`config.mk`:
```
export PLATFORM = sky130hd
export DESIGN_NAME = gain_with_soft_limiter_unit_flat
export DESIGN_NICKNAME = d
export VERILOG_FILES = /design/src/design/gwsl_pkg.sv /design/src/design/gwsl_in_if.sv /design/src/design/gwsl_out_if.sv /design/src/design/gwsl_front.sv /design/src/design/gwsl_mult.sv /design/src/design/gwsl_post.sv /design/src/design/gain_with_soft_limiter_unit.sv /design/src/flat_wrapper.sv
export SDC_FILE = /design/constraint.sdc
export NUM_CORES = 2
export LEC_CHECK = 0
export BUFFER_PORTS_ARGS = -buffer_cell sky130_fd_sc_hd__buf_2
export CORE_ASPECT_RATIO = 2
export CORE_UTILIZATION = 53
export CTS_BUF_LIST = sky130_fd_sc_hd__clkbuf_8 sky130_fd_sc_hd__clkbuf_16
export DETAILED_ROUTE_END_ITERATION = 6
export GPL_TIMING_DRIVEN = 1
export MAX_ROUTING_LAYER = met4
export PLACE_DENSITY_LB_ADDON = 0.2
export SETUP_SLACK_MARGIN = 0.05
export SLEW_MARGIN = 20
export SYNTH_ARGS = -nofsm -noshare
export SYNTH_HDL_FRONTEND = slang
export SYNTH_SLANG_ARGS = --single-unit
```
`constraint.sdc`:
```
create_clock -name clk -period 8.85 [get_ports clk]
set_input_delay 1.77 -clock clk [delete_from_list [all_inputs] [get_ports clk]]
set_output_delay 1.77 -clock clk [all_outputs]
set_load 0.05 [all_outputs]
```
`src/design/gwsl_pkg.sv`:
```
// ----------------------------------------------------------------------------
// gwsl_pkg
// Shared types and constants of the gain and soft limiter datapath.
// ----------------------------------------------------------------------------
package gwsl_pkg;

	localparam int SAMPLE_W = 32;
	localparam int SLOPE_W  = 16;
	localparam int THRESH_W = 31;
	localparam int PROD_W   = 64;
	localparam int COUNT_W  = 48;
	localparam int CFG_IDX_W = 2;
	localparam int FRAC_BITS = 16;

	// register map
	localparam logic [CFG_IDX_W-1:0] REG_GAIN      = 2'd0;
	localparam logic [CFG_IDX_W-1:0] REG_LIM_EN    = 2'd1;
	localparam logic [CFG_IDX_W-1:0] REG_SLOPE     = 2'd2;
	localparam logic [CFG_IDX_W-1:0] REG_THRESHOLD = 2'd3;

	localparam logic signed [SAMPLE_W-1:0] SAMPLE_MAX = 32'sh7FFF_FFFF;
	localparam logic signed [SAMPLE_W-1:0] SAMPLE_MIN = 32'sh8000_0000;

	// full scale in Q.16 on the product width
	localparam logic signed [PROD_W-1:0] FULL_Q = 64'sh0000_7FFF_FFFF_0000;
	localparam logic signed [PROD_W-1:0] MIN_Q  = 64'shFFFF_8000_0000_0000;
	localparam logic signed [PROD_W-1:0] ROUND_BIAS = 64'sh0000_0000_0000_FFFF;

	localparam logic [COUNT_W-1:0] COUNT_MAX = {COUNT_W{1'b1}};

	typedef enum logic [2:0] {
		PATH_PLAIN = 3'b001,
		PATH_UPPER = 3'b010,
		PATH_LOWER = 3'b100
	} path_t;

	typedef struct packed {
		path_t path;
		logic  lim_en;
	} ctl_t;

	typedef struct packed {
		logic signed [SAMPLE_W-1:0] gain;
		logic                       lim_en;
		logic [SLOPE_W-1:0]         slope;
		logic [THRESH_W-1:0]        threshold;
	} cfg_t;

endpackage

```
`src/design/gwsl_in_if.sv`:
```
// ----------------------------------------------------------------------------
// gwsl_in_if
// Input sample channel: valid/ready handshake with one signed sample.
// ----------------------------------------------------------------------------
interface gwsl_in_if
	import gwsl_pkg::*;
	();
	logic                       valid;
	logic                       ready;
	logic signed [SAMPLE_W-1:0] sample_in;

	modport source (output valid, output sample_in, input ready);
	modport sink   (input valid, input sample_in, output ready);
endinterface

```
`src/design/gwsl_out_if.sv`:
```
// ----------------------------------------------------------------------------
// gwsl_out_if
// Result channel: valid/ready handshake with the sample and its flags.
// ----------------------------------------------------------------------------
interface gwsl_out_if
	import gwsl_pkg::*;
	();
	logic                       valid;
	logic                       ready;
	logic signed [SAMPLE_W-1:0] sample_out;
	logic                       was_limited;
	logic                       was_clipped;

	modport source (output valid, output sample_out, output was_limited,
		output was_clipped, input ready);
	modport sink   (input valid, input sample_out, input was_limited,
		input was_clipped, output ready);
endinterface

```
`src/design/gwsl_front.sv`:
```
// ----------------------------------------------------------------------------
// gwsl_front
// Stage 1: threshold compare, path choice and multiplier operand selection.
// ----------------------------------------------------------------------------
module gwsl_front
	import gwsl_pkg::*;
(
	input  logic                       clk,
	input  logic                       arst_n,
	input  logic                       load,
	input  logic                       in_valid,
	input  logic signed [SAMPLE_W-1:0] sample,
	input  cfg_t                       cfg,
	output logic                       valid_s1,
	output ctl_t                       ctl_s1,
	output logic signed [SAMPLE_W-1:0] opa_s1,
	output logic signed [SAMPLE_W-1:0] opb_s1
);

	logic signed [SAMPLE_W-1:0] thr_pos;
	logic signed [SAMPLE_W-1:0] thr_neg;
	logic signed [SAMPLE_W:0]   dist_hi;
	logic signed [SAMPLE_W:0]   dist_lo;
	logic                       above;
	logic                       below;
	ctl_t                       ctl_c;
	logic signed [SAMPLE_W-1:0] opa_c;
	logic signed [SAMPLE_W-1:0] opb_c;

	assign thr_pos = $signed({1'b0, cfg.threshold});
	assign thr_neg = -thr_pos;
	assign above   = sample > thr_pos;
	assign below   = sample < thr_neg;
	// both distances fit 32 signed bits on the paths that use them
	assign dist_hi = $signed({SAMPLE_MAX[SAMPLE_W-1], SAMPLE_MAX}) -
		$signed({sample[SAMPLE_W-1], sample});
	assign dist_lo = $signed({SAMPLE_MAX[SAMPLE_W-1], SAMPLE_MAX}) +
		$signed({sample[SAMPLE_W-1], sample});

	always_comb begin
		ctl_c.lim_en = cfg.lim_en;
		ctl_c.path   = PATH_PLAIN;
		opa_c        = cfg.gain;
		opb_c        = sample;
		if (cfg.lim_en && above) begin
			ctl_c.path = PATH_UPPER;
			opa_c      = $signed({{(SAMPLE_W-SLOPE_W){1'b0}}, cfg.slope});
			opb_c      = dist_hi[SAMPLE_W-1:0];
		end else if (cfg.lim_en && below) begin
			ctl_c.path = PATH_LOWER;
			opa_c      = $signed({{(SAMPLE_W-SLOPE_W){1'b0}}, cfg.slope});
			opb_c      = dist_lo[SAMPLE_W-1:0];
		end
	end

	always_ff @(posedge clk or negedge arst_n) begin
		if (!arst_n) begin
			valid_s1 <= 1'b0;
		end else if (load) begin
			valid_s1 <= in_valid;
		end
	end

	always_ff @(posedge clk) begin
		if (load) begin
			ctl_s1 <= ctl_c;
			opa_s1 <= opa_c;
			opb_s1 <= opb_c;
		end
	end

endmodule

```
`src/design/gwsl_mult.sv`:
```
// ----------------------------------------------------------------------------
// gwsl_mult
// Stage 2: shared signed 32x32 multiplier for gain and limiter slope.
// ----------------------------------------------------------------------------
module gwsl_mult
	import gwsl_pkg::*;
(
	input  logic                       clk,
	input  logic                       arst_n,
	input  logic                       load,
	input  logic                       valid_s1,
	input  ctl_t                       ctl_s1,
	input  logic signed [SAMPLE_W-1:0] opa_s1,
	input  logic signed [SAMPLE_W-1:0] opb_s1,
	output logic                       valid_s2,
	output ctl_t                       ctl_s2,
	output logic signed [PROD_W-1:0]   prod_s2
);

	logic signed [PROD_W-1:0] prod_c;

	assign prod_c = PROD_W'(opa_s1) * PROD_W'(opb_s1);

	always_ff @(posedge clk or negedge arst_n) begin
		if (!arst_n) begin
			valid_s2 <= 1'b0;
		end else if (load) begin
			valid_s2 <= valid_s1;
		end
	end

	always_ff @(posedge clk) begin
		if (load) begin
			ctl_s2  <= ctl_s1;
			prod_s2 <= prod_c;
		end
	end

endmodule

```
`src/design/gwsl_post.sv`:
```
// ----------------------------------------------------------------------------
// gwsl_post
// Stages 3 and 4: saturation, truncation toward zero, limiter mapping,
// result register and the saturating event counters.
// ----------------------------------------------------------------------------
module gwsl_post
	import gwsl_pkg::*;
(
	input  logic                       clk,
	input  logic                       arst_n,
	input  logic                       load3,
	input  logic                       load4,
	input  logic                       valid_s2,
	input  ctl_t                       ctl_s2,
	input  logic signed [PROD_W-1:0]   prod_s2,
	output logic                       valid_s3,
	output logic                       valid_s4,
	output logic signed [SAMPLE_W-1:0] res_s4,
	output logic                       lim_s4,
	output logic                       clip_s4
);

	ctl_t                       ctl_s3;
	logic signed [PROD_W-1:0]   val_s3;
	logic                       hi_s3;
	logic                       lo_s3;
	logic signed [PROD_W-1:0]   val_c;
	logic                       hi_c;
	logic                       lo_c;
	logic signed [SAMPLE_W-1:0] res_c;
	logic signed [SAMPLE_W-1:0] shifted;
	logic                       lim_c;
	logic                       clip_c;
	logic                       len_s4;
	logic [COUNT_W-1:0]         limited_cnt_q;
	logic [COUNT_W-1:0]         total_cnt_q;
	logic [COUNT_W-1:0]         clip_cnt_q;

	// stage 3: bias negative products for truncation, or distance from full scale
	always_comb begin
		hi_c = 1'b0;
		lo_c = 1'b0;
		case (ctl_s2.path)
			PATH_PLAIN: begin
				hi_c  = prod_s2 > FULL_Q;
				lo_c  = prod_s2 < MIN_Q;
				val_c = prod_s2[PROD_W-1] ? prod_s2 + ROUND_BIAS : prod_s2;
			end
			default: begin
				val_c = FULL_Q - prod_s2;
			end
		endcase
	end

	always_ff @(posedge clk or negedge arst_n) begin
		if (!arst_n) begin
			valid_s3 <= 1'b0;
		end else if (load3) begin
			valid_s3 <= valid_s2;
		end
	end

	always_ff @(posedge clk) begin
		if (load3) begin
			ctl_s3 <= ctl_s2;
			val_s3 <= val_c;
			hi_s3  <= hi_c;
			lo_s3  <= lo_c;
		end
	end

	// stage 4: shift down and map; the lower limiter never reaches the min clamp
	assign shifted = val_s3[FRAC_BITS+SAMPLE_W-1:FRAC_BITS];

	always_comb begin
		case (ctl_s3.path)
			PATH_PLAIN: begin
				if (hi_s3) begin
					res_c = SAMPLE_MAX;
				end else if (lo_s3) begin
					res_c = SAMPLE_MIN;
				end else begin
					res_c = shifted;
				end
			end
			PATH_LOWER: res_c = -shifted;
			default:    res_c = shifted;
		endcase
	end

	assign lim_c  = ctl_s3.path != PATH_PLAIN;
	assign clip_c = hi_s3 || lo_s3;

	always_ff @(posedge clk or negedge arst_n) begin
		if (!arst_n) begin
			valid_s4 <= 1'b0;
		end else if (load4) begin
			valid_s4 <= valid_s3;
		end
	end

	always_ff @(posedge clk) begin
		if (load4) begin
			res_s4  <= res_c;
			lim_s4  <= lim_c;
			clip_s4 <= clip_c;
			len_s4  <= ctl_s3.lim_en;
		end
	end

	always_ff @(posedge clk or negedge arst_n) begin
		if (!arst_n) begin
			limited_cnt_q <= '0;
			total_cnt_q   <= '0;
			clip_cnt_q    <= '0;
		end else if (load4 && valid_s3) begin
			if (ctl_s3.lim_en && total_cnt_q != COUNT_MAX) begin
				total_cnt_q <= total_cnt_q + 1'b1;
			end
			if (lim_c && limited_cnt_q != COUNT_MAX) begin
				limited_cnt_q <= limited_cnt_q + 1'b1;
			end
			if (clip_c && clip_cnt_q != COUNT_MAX) begin
				clip_cnt_q <= clip_cnt_q + 1'b1;
			end
		end
	end

	a_lim_clip_excl: assert property (@(posedge clk) disable iff (!arst_n)
		valid_s4 |-> !(lim_s4 && clip_s4))
		else $error("limited result also flagged as clipped");

	a_lim_needs_en: assert property (@(posedge clk) disable iff (!arst_n)
		(valid_s4 && lim_s4) |-> len_s4)
		else $error("limiter mapping applied while limiter disabled");

	a_lim_le_total: assert property (@(posedge clk) disable iff (!arst_n)
		limited_cnt_q <= total_cnt_q)
		else $error("limited count ahead of total count");

	a_clip_cnt_mono: assert property (@(posedge clk) disable iff (!arst_n)
		clip_cnt_q >= $past(clip_cnt_q))
		else $error("clip count went backwards");

endmodule

```
`src/design/gain_with_soft_limiter_unit.sv`:
```
// ----------------------------------------------------------------------------
// gain_with_soft_limiter_unit
// Volume gain with optional soft peak limiter on a 32-bit sample stream.
// ----------------------------------------------------------------------------
// The unit takes one sample per cycle when the output is not stalled and
// passes it through the stages in order: stage 1 picks the path and the
// multiplier operands, stage 2 is the shared 32x32 multiplier, stage 3
// saturates or forms the distance from full scale, and stage 4 is the
// output register. Each stage holds its item while the next one is full,
// so a stall on the result side back-pressures the input without loss.
// Configuration registers are written through cfg_we/cfg_index/cfg_wdata
// and should only change while no sample is in flight.
module gain_with_soft_limiter_unit
	import gwsl_pkg::*;
(
	input  logic                 clk,
	input  logic                 arst_n,
	input  logic                 cfg_we,
	input  logic [CFG_IDX_W-1:0] cfg_index,
	input  logic [SAMPLE_W-1:0]  cfg_wdata,
	gwsl_in_if.sink              in_ch,
	gwsl_out_if.source           out_ch
);

	cfg_t                       cfg_q;
	logic                       rdy1;
	logic                       rdy2;
	logic                       rdy3;
	logic                       rdy4;
	logic                       valid_s1;
	logic                       valid_s2;
	logic                       valid_s3;
	logic                       valid_s4;
	ctl_t                       ctl_s1;
	ctl_t                       ctl_s2;
	logic signed [SAMPLE_W-1:0] opa_s1;
	logic signed [SAMPLE_W-1:0] opb_s1;
	logic signed [PROD_W-1:0]   prod_s2;
	logic signed [SAMPLE_W-1:0] res_s4;
	logic                       lim_s4;
	logic                       clip_s4;

	always_ff @(posedge clk or negedge arst_n) begin
		if (!arst_n) begin
			cfg_q.gain      <= 32'sh0001_0000;
			cfg_q.lim_en    <= 1'b0;
			cfg_q.slope     <= '0;
			cfg_q.threshold <= '1;
		end else if (cfg_we) begin
			unique case (cfg_index)
				REG_GAIN:      cfg_q.gain      <= $signed(cfg_wdata);
				REG_LIM_EN:    cfg_q.lim_en    <= cfg_wdata[0];
				REG_SLOPE:     cfg_q.slope     <= cfg_wdata[SLOPE_W-1:0];
				REG_THRESHOLD: cfg_q.threshold <= cfg_wdata[THRESH_W-1:0];
				default: ;
			endcase
		end
	end

	// a stage loads when it is empty or its content moves on
	assign rdy4 = !valid_s4 || out_ch.ready;
	assign rdy3 = !valid_s3 || rdy4;
	assign rdy2 = !valid_s2 || rdy3;
	assign rdy1 = !valid_s1 || rdy2;

	assign in_ch.ready = rdy1;

	gwsl_front u_front (
		.clk      (clk),
		.arst_n   (arst_n),
		.load     (rdy1),
		.in_valid (in_ch.valid),
		.sample   (in_ch.sample_in),
		.cfg      (cfg_q),
		.valid_s1 (valid_s1),
		.ctl_s1   (ctl_s1),
		.opa_s1   (opa_s1),
		.opb_s1   (opb_s1)
	);

	gwsl_mult u_mult (
		.clk      (clk),
		.arst_n   (arst_n),
		.load     (rdy2),
		.valid_s1 (valid_s1),
		.ctl_s1   (ctl_s1),
		.opa_s1   (opa_s1),
		.opb_s1   (opb_s1),
		.valid_s2 (valid_s2),
		.ctl_s2   (ctl_s2),
		.prod_s2  (prod_s2)
	);

	gwsl_post u_post (
		.clk      (clk),
		.arst_n   (arst_n),
		.load3    (rdy3),
		.load4    (rdy4),
		.valid_s2 (valid_s2),
		.ctl_s2   (ctl_s2),
		.prod_s2  (prod_s2),
		.valid_s3 (valid_s3),
		.valid_s4 (valid_s4),
		.res_s4   (res_s4),
		.lim_s4   (lim_s4),
		.clip_s4  (clip_s4)
	);

	assign out_ch.valid       = valid_s4;
	assign out_ch.sample_out  = res_s4;
	assign out_ch.was_limited = lim_s4;
	assign out_ch.was_clipped = clip_s4;

	a_empty_out_ready: assert property (@(posedge clk) disable iff (!arst_n)
		!valid_s4 |-> in_ch.ready)
		else $error("input stalled while the output register is empty");

endmodule

```
`src/flat_wrapper.sv`:
```
// flat-port wrapper written by rule: the top's interface ports become plain ports
module gain_with_soft_limiter_unit_flat import gwsl_pkg::*;
  (clk, arst_n, cfg_we, cfg_index, cfg_wdata, in_ch_valid, in_ch_sample_in, in_ch_ready, out_ch_valid, out_ch_sample_out, out_ch_was_limited, out_ch_was_clipped, out_ch_ready);
  gwsl_in_if in_ch_i ();
  gwsl_out_if out_ch_i ();
  input  logic clk;
  input  logic arst_n;
  input  logic cfg_we;
  input  logic [CFG_IDX_W-1:0] cfg_index;
  input  logic [SAMPLE_W-1:0] cfg_wdata;
  input wire logic [$bits(in_ch_i.valid)-1:0] in_ch_valid;
  input wire logic [$bits(in_ch_i.sample_in)-1:0] in_ch_sample_in;
  output wire logic [$bits(in_ch_i.ready)-1:0] in_ch_ready;
  output wire logic [$bits(out_ch_i.valid)-1:0] out_ch_valid;
  output wire logic [$bits(out_ch_i.sample_out)-1:0] out_ch_sample_out;
  output wire logic [$bits(out_ch_i.was_limited)-1:0] out_ch_was_limited;
  output wire logic [$bits(out_ch_i.was_clipped)-1:0] out_ch_was_clipped;
  input wire logic [$bits(out_ch_i.ready)-1:0] out_ch_ready;
  assign in_ch_i.valid = in_ch_valid;
  assign in_ch_i.sample_in = in_ch_sample_in;
  assign in_ch_ready = in_ch_i.ready;
  assign out_ch_valid = out_ch_i.valid;
  assign out_ch_sample_out = out_ch_i.sample_out;
  assign out_ch_was_limited = out_ch_i.was_limited;
  assign out_ch_was_clipped = out_ch_i.was_clipped;
  assign out_ch_i.ready = out_ch_ready;
  gain_with_soft_limiter_unit u_core (.clk(clk), .arst_n(arst_n), .cfg_we(cfg_we), .cfg_index(cfg_index), .cfg_wdata(cfg_wdata), .in_ch(in_ch_i), .out_ch(out_ch_i));
endmodule
```
== Yosys cells after proc, flatten, opt, wreduce, memory -nomap -nowiden ==
Cells that the tools add are included.

* Add/subtract/negate cells: 6
* Multiply operators: 1
* Div/mod/pow operators: 0
* Order comparisons: 4
* Eq/ne operators: 7
* Shifts and indexed selects: 0
* Multiplexer cells: 10
* Bitwise logic cells: 0
* Reduce and logical (&&, ||, !) cells: 17

{| class="wikitable"
|+ Operators by type and width
! kind !! number
|-
| $mux W32 || 4
|-
| $mux W48 || 2
|-
| $gt A64 B48 Y1 const B || 1
|-
| $lt A64 B48 Y1 const B || 1
|-
| $mul A32 B32 Y64 || 1
|-
| $pmux W32 S2 || 1
|-
| $add A48 B17 Y48 const B || 1
|-
| $sub A48 B48 Y48 const A || 1
|-
| $add A32 B32 Y32 const A || 1
|-
| $gt A32 B32 Y1 || 1
|-
| $lt A32 B32 Y1 || 1
|-
| $mux W16 || 2
|-
| $neg A31 Y32 || 1
|-
| $neg A32 Y32 || 1
|-
| $sub A32 B32 Y32 const A || 1
|-
| $reduce_and A2 Y1 || 4
|-
| $eq A3 B1 Y1 const B || 2
|-
| $logic_or A1 B1 Y1 || 5
|-
| $eq A2 B2 Y1 const B || 2
|-
| $logic_not A1 Y1 || 4
|-
| $eq A3 B3 Y1 const B || 1
|-
| $mux W3 || 1
|-
| $ne A3 B1 Y1 const B || 1
|-
| $eq A2 B1 Y1 const B || 1
|-
| other kinds (3) || 4
|}

* Flip-flop bits (word level): 305
* Latch bits: 0
* Memory bits (writable): 0
* Bits in read-only memories: 0
* Bits of input ports: 71
* Output and inout bits: 36
* Word-level logic and storage cells: 66
* Memories kept: 0

== Longest topological paths before layout ==
* Depth in word-level cells: 5
* Mapped depth: 29

== By module ==
Synthesis repeated with hierarchy kept, for this count alone.

* Cell total of the unflattened synthesis: 5112
* Area, all modules: 51241.6 um^2

{| class="wikitable"
|+ Modules (own cells, without submodules)
! module !! times used !! cells each !! area an instance (um^2) !! sequential area each (um^2)
|-
| gwsl_mult || 1 || 4011 || 38423.1 || 2067.0
|-
| gwsl_front || 1 || 490 || 5206.2 || 2067.0
|-
| gwsl_post || 1 || 435 || 4531.8 || 2182.1
|-
| gain_with_soft_limiter_unit || 1 || 176 || 3080.5 || 2042.0
|}

== Worst setup path after synthesis ==
OpenSTA, ideal clock, no wires.

* Path type: flip-flop to flip-flop
* From: register u_core.u_front.opa_s1[31]
* To: register u_core.u_mult.prod_s2[62] (data pin)
* Arrival time: 7786 ps
* Data required time: 8592 ps
* Path slack: 806 ps
* Stages on the path, launching flop included: 26
* Path buffers: 2
* Cells stage by stage: edfxtp_1 clkbuf_1 nand2_1 inv_1 fa_1 fa_1 fa_1 fa_1 inv_1 fa_1 inv_1 fa_1 inv_1 fa_1 inv_1 fa_1 ha_1 clkbuf_1 a21o_1 a21o_1 a21oi_1 o21bai_1 a211oi_1 or4b_2 a31oi_1 xnor2_1

* Word-level cells in the longest chain between the ends: 1

{| class="wikitable"
|+ Ends and longest elaborated chain
! element !! RTL line !! source
|-
| from (decl) || gwsl_front.sv:16 || <nowiki>output logic signed [SAMPLE_W-1:0] opa_s1,</nowiki>
|-
| from (signal assigned) || gwsl_front.sv:67 || <nowiki>opa_s1 <= opa_c;</nowiki>
|-
| $mul A32 B32 Y64 || gwsl_mult.sv:22 || <nowiki>assign prod_c = PROD_W'(opa_s1) * PROD_W'(opb_s1);</nowiki>
|-
| via u_core.u_mult.prod_c[62] || gwsl_mult.sv:20 || <nowiki>logic signed [PROD_W-1:0] prod_c;</nowiki>
|-
| to (signal assigned) || gwsl_mult.sv:35 || <nowiki>prod_s2 <= prod_c;</nowiki>
|-
| to (decl) || gwsl_mult.sv:17 || <nowiki>output logic signed [PROD_W-1:0] prod_s2</nowiki>
|}

The timed path passes the listed nets, and every way through them passes these cells.
A chain may end at the register's enable or synchronous reset.

== Worst setup path in the final report ==
* From: register u_core.u_front.opb_s1[17]
* To: register u_core.u_mult.prod_s2[58] (data pin)

* Word-level cells in the longest chain between the ends: 1

{| class="wikitable"
|+ Ends and longest elaborated chain
! element !! RTL line !! source
|-
| from (decl) || gwsl_front.sv:17 || <nowiki>output logic signed [SAMPLE_W-1:0] opb_s1</nowiki>
|-
| from (signal assigned) || gwsl_front.sv:68 || <nowiki>opb_s1 <= opb_c;</nowiki>
|-
| $mul A32 B32 Y64 || gwsl_mult.sv:22 ||
|-
| via u_core.u_mult.prod_c[58] || gwsl_mult.sv:20 ||
|}

The timed path passes the listed nets, and every way through them passes these cells.

==> impl_metrics.py <==
metrics = {
    "floorplanning": {
        "io_pins": 107,
        "die_h_um": 438,
        "dieArea_mm2": 0.0965,
        "core_mm2": 0.0941,
        "die_w_um": 220,
        "initial_utilization_pct": 53.6,
        "rows": 159,
    },
    "worst_setup_path": {
        "crit_type": "flop to flop",
        "cp_slowest_stage_delay_ps": 630,
        "worst_path_most_repeated_cell": "fa_1",
        "cp-end-kind": "flop",
        "required_ps": 9290,
        "cp.arrival_ps": 9040,
        "cp_top_family": "adder cells",
        "critPathMaxFanout": 17,
        "crit_path_start_kind": "flop",
        "crit_chain": "buf_4 -> nand2_1 -> fa_1 -> fa_1 -> inv_1 -> fa_1 -> fa_1 -> fa_1 -> fa_1 -> fa_1 -> inv_1 -> fa_1 -> inv_1 -> ha_1 -> nand2_1 -> nor2_1 -> a211oi_1 -> o21ai_0 -> and3b_1 -> a21oi_1 -> a221o_1 -> o41ai_2 -> or4b_2 -> o211ai_1",
        "critical_path_buf_inv_count": 4,
        "crit_slowest_cell": "edfxtp_1",
    },
    "min_path": {
        "hp-class": "flop to flop",
    },
    "detailed_routing": {
        "drcViolationCount": 16,
        "vias_per_cell": 5.67,
        "final_antenna_net_count": 0,
        "via_count": 36000,
        "drt-wirelength-per-cell_um": 23.8,
        "finalWirelength_mm": 151,
        "first_iter_violations": 1976,
        "dr.pass1.iters": 7,
    },
    "grt": {
        "antenna_found_initial": 5,
        "track_usage_pct": 33.6,
        "overflow": 0,
        "grt_pass1_wl_mm": 229,
        "grt_pass1_vias": 39700,
        "grt_max_degree": 69,
    },
    "clocking": {
        "tritoncts": "done",
        "clockBufferDepth": 3,
        "clk_latency_ps": 650,
        "clk_pin_slew_ps": 70,
        "cts.sinks": 289,
        "root_buffer": "clkbuf_16",
        "numCtsBuffers": 30,
        "htreeDepth": 1,
        "holdBufCountCts": 0,
    },
    "placed_design": {
        "place.gp.congestion": 0.977,
        "dp_hpwl_mm": 126,
        "portBuffers": 106,
        "pre_cts_slack_ps": 34.5,
    },
    "finish": {
        "final_nets": 6520,
        "layout-drive-gt1-share_pct": 10.0,
        "area_growth_pct": 8.19,
    },
    "timing": {
        "drv_slew": 0,
        "setup_tns_ps": 0,
        "skew_ps": 59.4,
        "max_freq_mhz": 116,
        "max_slew_margin_pct": 19.5,
        "fin_crit_sh_pct": 97.2,
        "final_hold_viol_count": 0,
        "setup_violations": 0,
        "worstMarginPinSlew_ps": 1190,
        "worst_slack_ps": 251,
        "final.min_clock_period_ps": 8600,
        "rsz0062_at_grt": "false",
    },
    "logic_synthesis": {
        "ys_types": 69,
        "yosys_warnings": 0,
        "synth-xor-area-share_pct": 2.85,
        "synth-simple-area-share_pct": 14.4,
        "synth_mux_area_share_pct": 2.32,
        "seq_area_frac_synth_pct": 16.4,
        "synthCells": 5023,
        "synth_edf_count": 205,
        "synth_top_family_by_area": "adder cells",
        "synth_ff_type": "edfxtp_1",
        "synth_seq_cells": 289,
        "synthAdderAreaFrac_pct": 49.1,
        "syn_nets": 6425,
        "async_flop_share_pct": 29.1,
        "synth_area_mm2": 0.0504,
        "synth_area_per_cell_um2": 10.0,
        "synth_compound_area_share_pct": 5.15,
    },
    "job": {
        "cap_violations": 0,
    },
    "outcome": {
        "outcome": "finished with violations",
        "violations": "design-rule violations",
    },
}
## worst register-to-register path, stage by stage (launching register included)
cell	delay, ps
edfxtp_1	630
buf_4	370
nand2_1	150
fa_1	530
fa_1	550
inv_1	50
fa_1	480
fa_1	560
fa_1	600
fa_1	460
fa_1	490
inv_1	50
fa_1	510
inv_1	60
ha_1	390
nand2_1	150
nor2_1	60
a211oi_1	250
o21ai_0	120
and3b_1	340
a21oi_1	190
a221o_1	430
o41ai_2	270
or4b_2	630
o211ai_1	120
## path summary, 6_finish.rpt
path	cells after the start	to	slack, ps	start
max	24	u_core.u_mult.prod_s2[58]	250	u_core.u_front.opb_s1[17]
max reg2reg	24	u_core.u_mult.prod_s2[58]	250	u_core.u_front.opb_s1[17]
min reg2reg	1	u_core.u_mult.valid_s2	480	u_core.u_front.valid_s1
min	1	u_core.u_mult.valid_s2	480	u_core.u_front.valid_s1
min in group asynchronous	1	u_core.cfg_q[51]	1190	arst_n
max in group asynchronous	2	u_core.cfg_q[61]	6470	arst_n
## metal layers
| metal | wire length (um) | track usage (%) | vias up |
|---|---|---|---|
| met2 | 81200 | 59.0 | 1311 |
| met1 | 44700 | 30.8 | 18500 |
| met3 | 7310 | 4.36 | 695 |
| met5 | 0 | - | - |
| li1 | - | - | 15500 |
| met4 | 18000 | 31.2 | 0 |
## cell usage in the layout, fill, tap and decap left out, types with 17 or more instances in the layout
cell,count
a21o_1,49
a21oi_1,110
a31oi_1,17
and2_1,510
and3_1,25
buf_12,29
buf_2,105
buf_4,173
clkbuf_16,30
dfrtp_1,52
dfstp_2,32
edfxtp_1,205
fa_1,1079
ha_1,249
inv_1,1062
mux2_2,96
nand2_1,582
nand2b_1,19
nand3_1,32
nand4_1,42
nor2_1,108
nor3_1,32
nor4_1,19
o21ai_0,69
o31ai_1,19
or3_1,18
xnor2_1,82
xor2_1,82
## final cells by class
cell class	instances	area, um2
fill	8239	39500
timing repair buffer	309	2430
tap	1207	1510
clock inverter	25	289
inverter	1058	3970
clock buffer	31	764
multi-input combinational	3430	37300
sequential	289	8300
antenna	5	12.5
## flip-flops by register name, indices dropped and copies added, names as in the netlist
signal	count
u_core.u_post.clip_s4	1
u_core.u_post.val_s3	32
u_core.u_post.valid_s4	1
u_core.u_post.lo_s3	1
u_core.u_front.opa_s1	32
u_core.u_front.valid_s1	1
u_core.u_front.opb_s1	32
u_core.u_front.ctl_s1	3
u_core.u_mult.prod_s2	64
u_core.u_mult.valid_s2	1
u_core.cfg_q	80
u_core.u_post.valid_s3	1
u_core.u_mult.ctl_s2	3
u_core.u_post.lim_s4	1
u_core.u_post.ctl_s3	3
u_core.u_post.hi_s3	1
u_core.u_post.res_s4	32
## synth_stat cells, types with 7 or more instances
cell	n	area, um2
nor3_1	32	160
a211oi_1	15	113
o311ai_0	15	131
mux2_2	96	1080
a31oi_1	17	106
a21oi_1	110	551
and2_1	510	3190
and3_1	25	156
nor2b_1	9	56.3
a21o_1	49	368
ha_1	249	3120
o41ai_1	14	123
edfxtp_1	205	6160
or3_1	18	113
nand4_1	42	263
mux2i_1	9	90.1
o21a_1	12	90.1
o31ai_1	19	143
o21bai_1	15	113
o21ai_0	69	345
nand2_1	582	2180
fa_1	1082	21700
nand3_1	33	165
nor3b_1	7	52.6
clkbuf_1	241	905
xor2_1	82	718
xnor2_1	82	718
nand2b_1	19	119
dfstp_2	32	841
nor4_1	19	119
inv_1	1058	3970
o211a_1	15	150
o211ai_1	10	75.1
dfrtp_1	52	1300
nor2_1	108	405
## cell families (layout without fill, tap and decap cells)
group | Yosys count | in the layout
AOI/OAI and AO/OA | 392 | 392
xor gates and xnor gates | 164 | 164
adders and majority gates | 1331 | 1331
buffers and inverters | 1304 | 1423
DFF | 289 | 289
muxes | 105 | 105
other | 0 | 5
and+or+nand+nor | 1438 | 1438
## metrics by stage
| stage | hold WS [ps] | utilization [%] | area [um2] | cells |
|---|---|---|---|---|
| 2_1_floorplan | 400 | - | 50400 | 5023 |
| 3_3_place_gp | 447 | 56.2 | 52900 | 6246 |
| 3_5_place_dp | 463 | 56.2 | 52900 | 6246 |
| 4_1_cts | 483 | 57.5 | 54100 | 6314 |
| 5_1_grt | 498 | 58.0 | 54600 | 6353 |
| 6_report | 479 | 58.0 | 54600 | 6354 |
## repair_timing
item	CTS	global route
buffers inserted	12	35
cloned	0	0
endpoints found under the setup margin	2	12
pin swaps	0	0
gates resized for setup	0	6
Power is left out: the tool's default activity adds up to more than one toggle a clock period on the data nets, which glitch-free logic cannot reach.
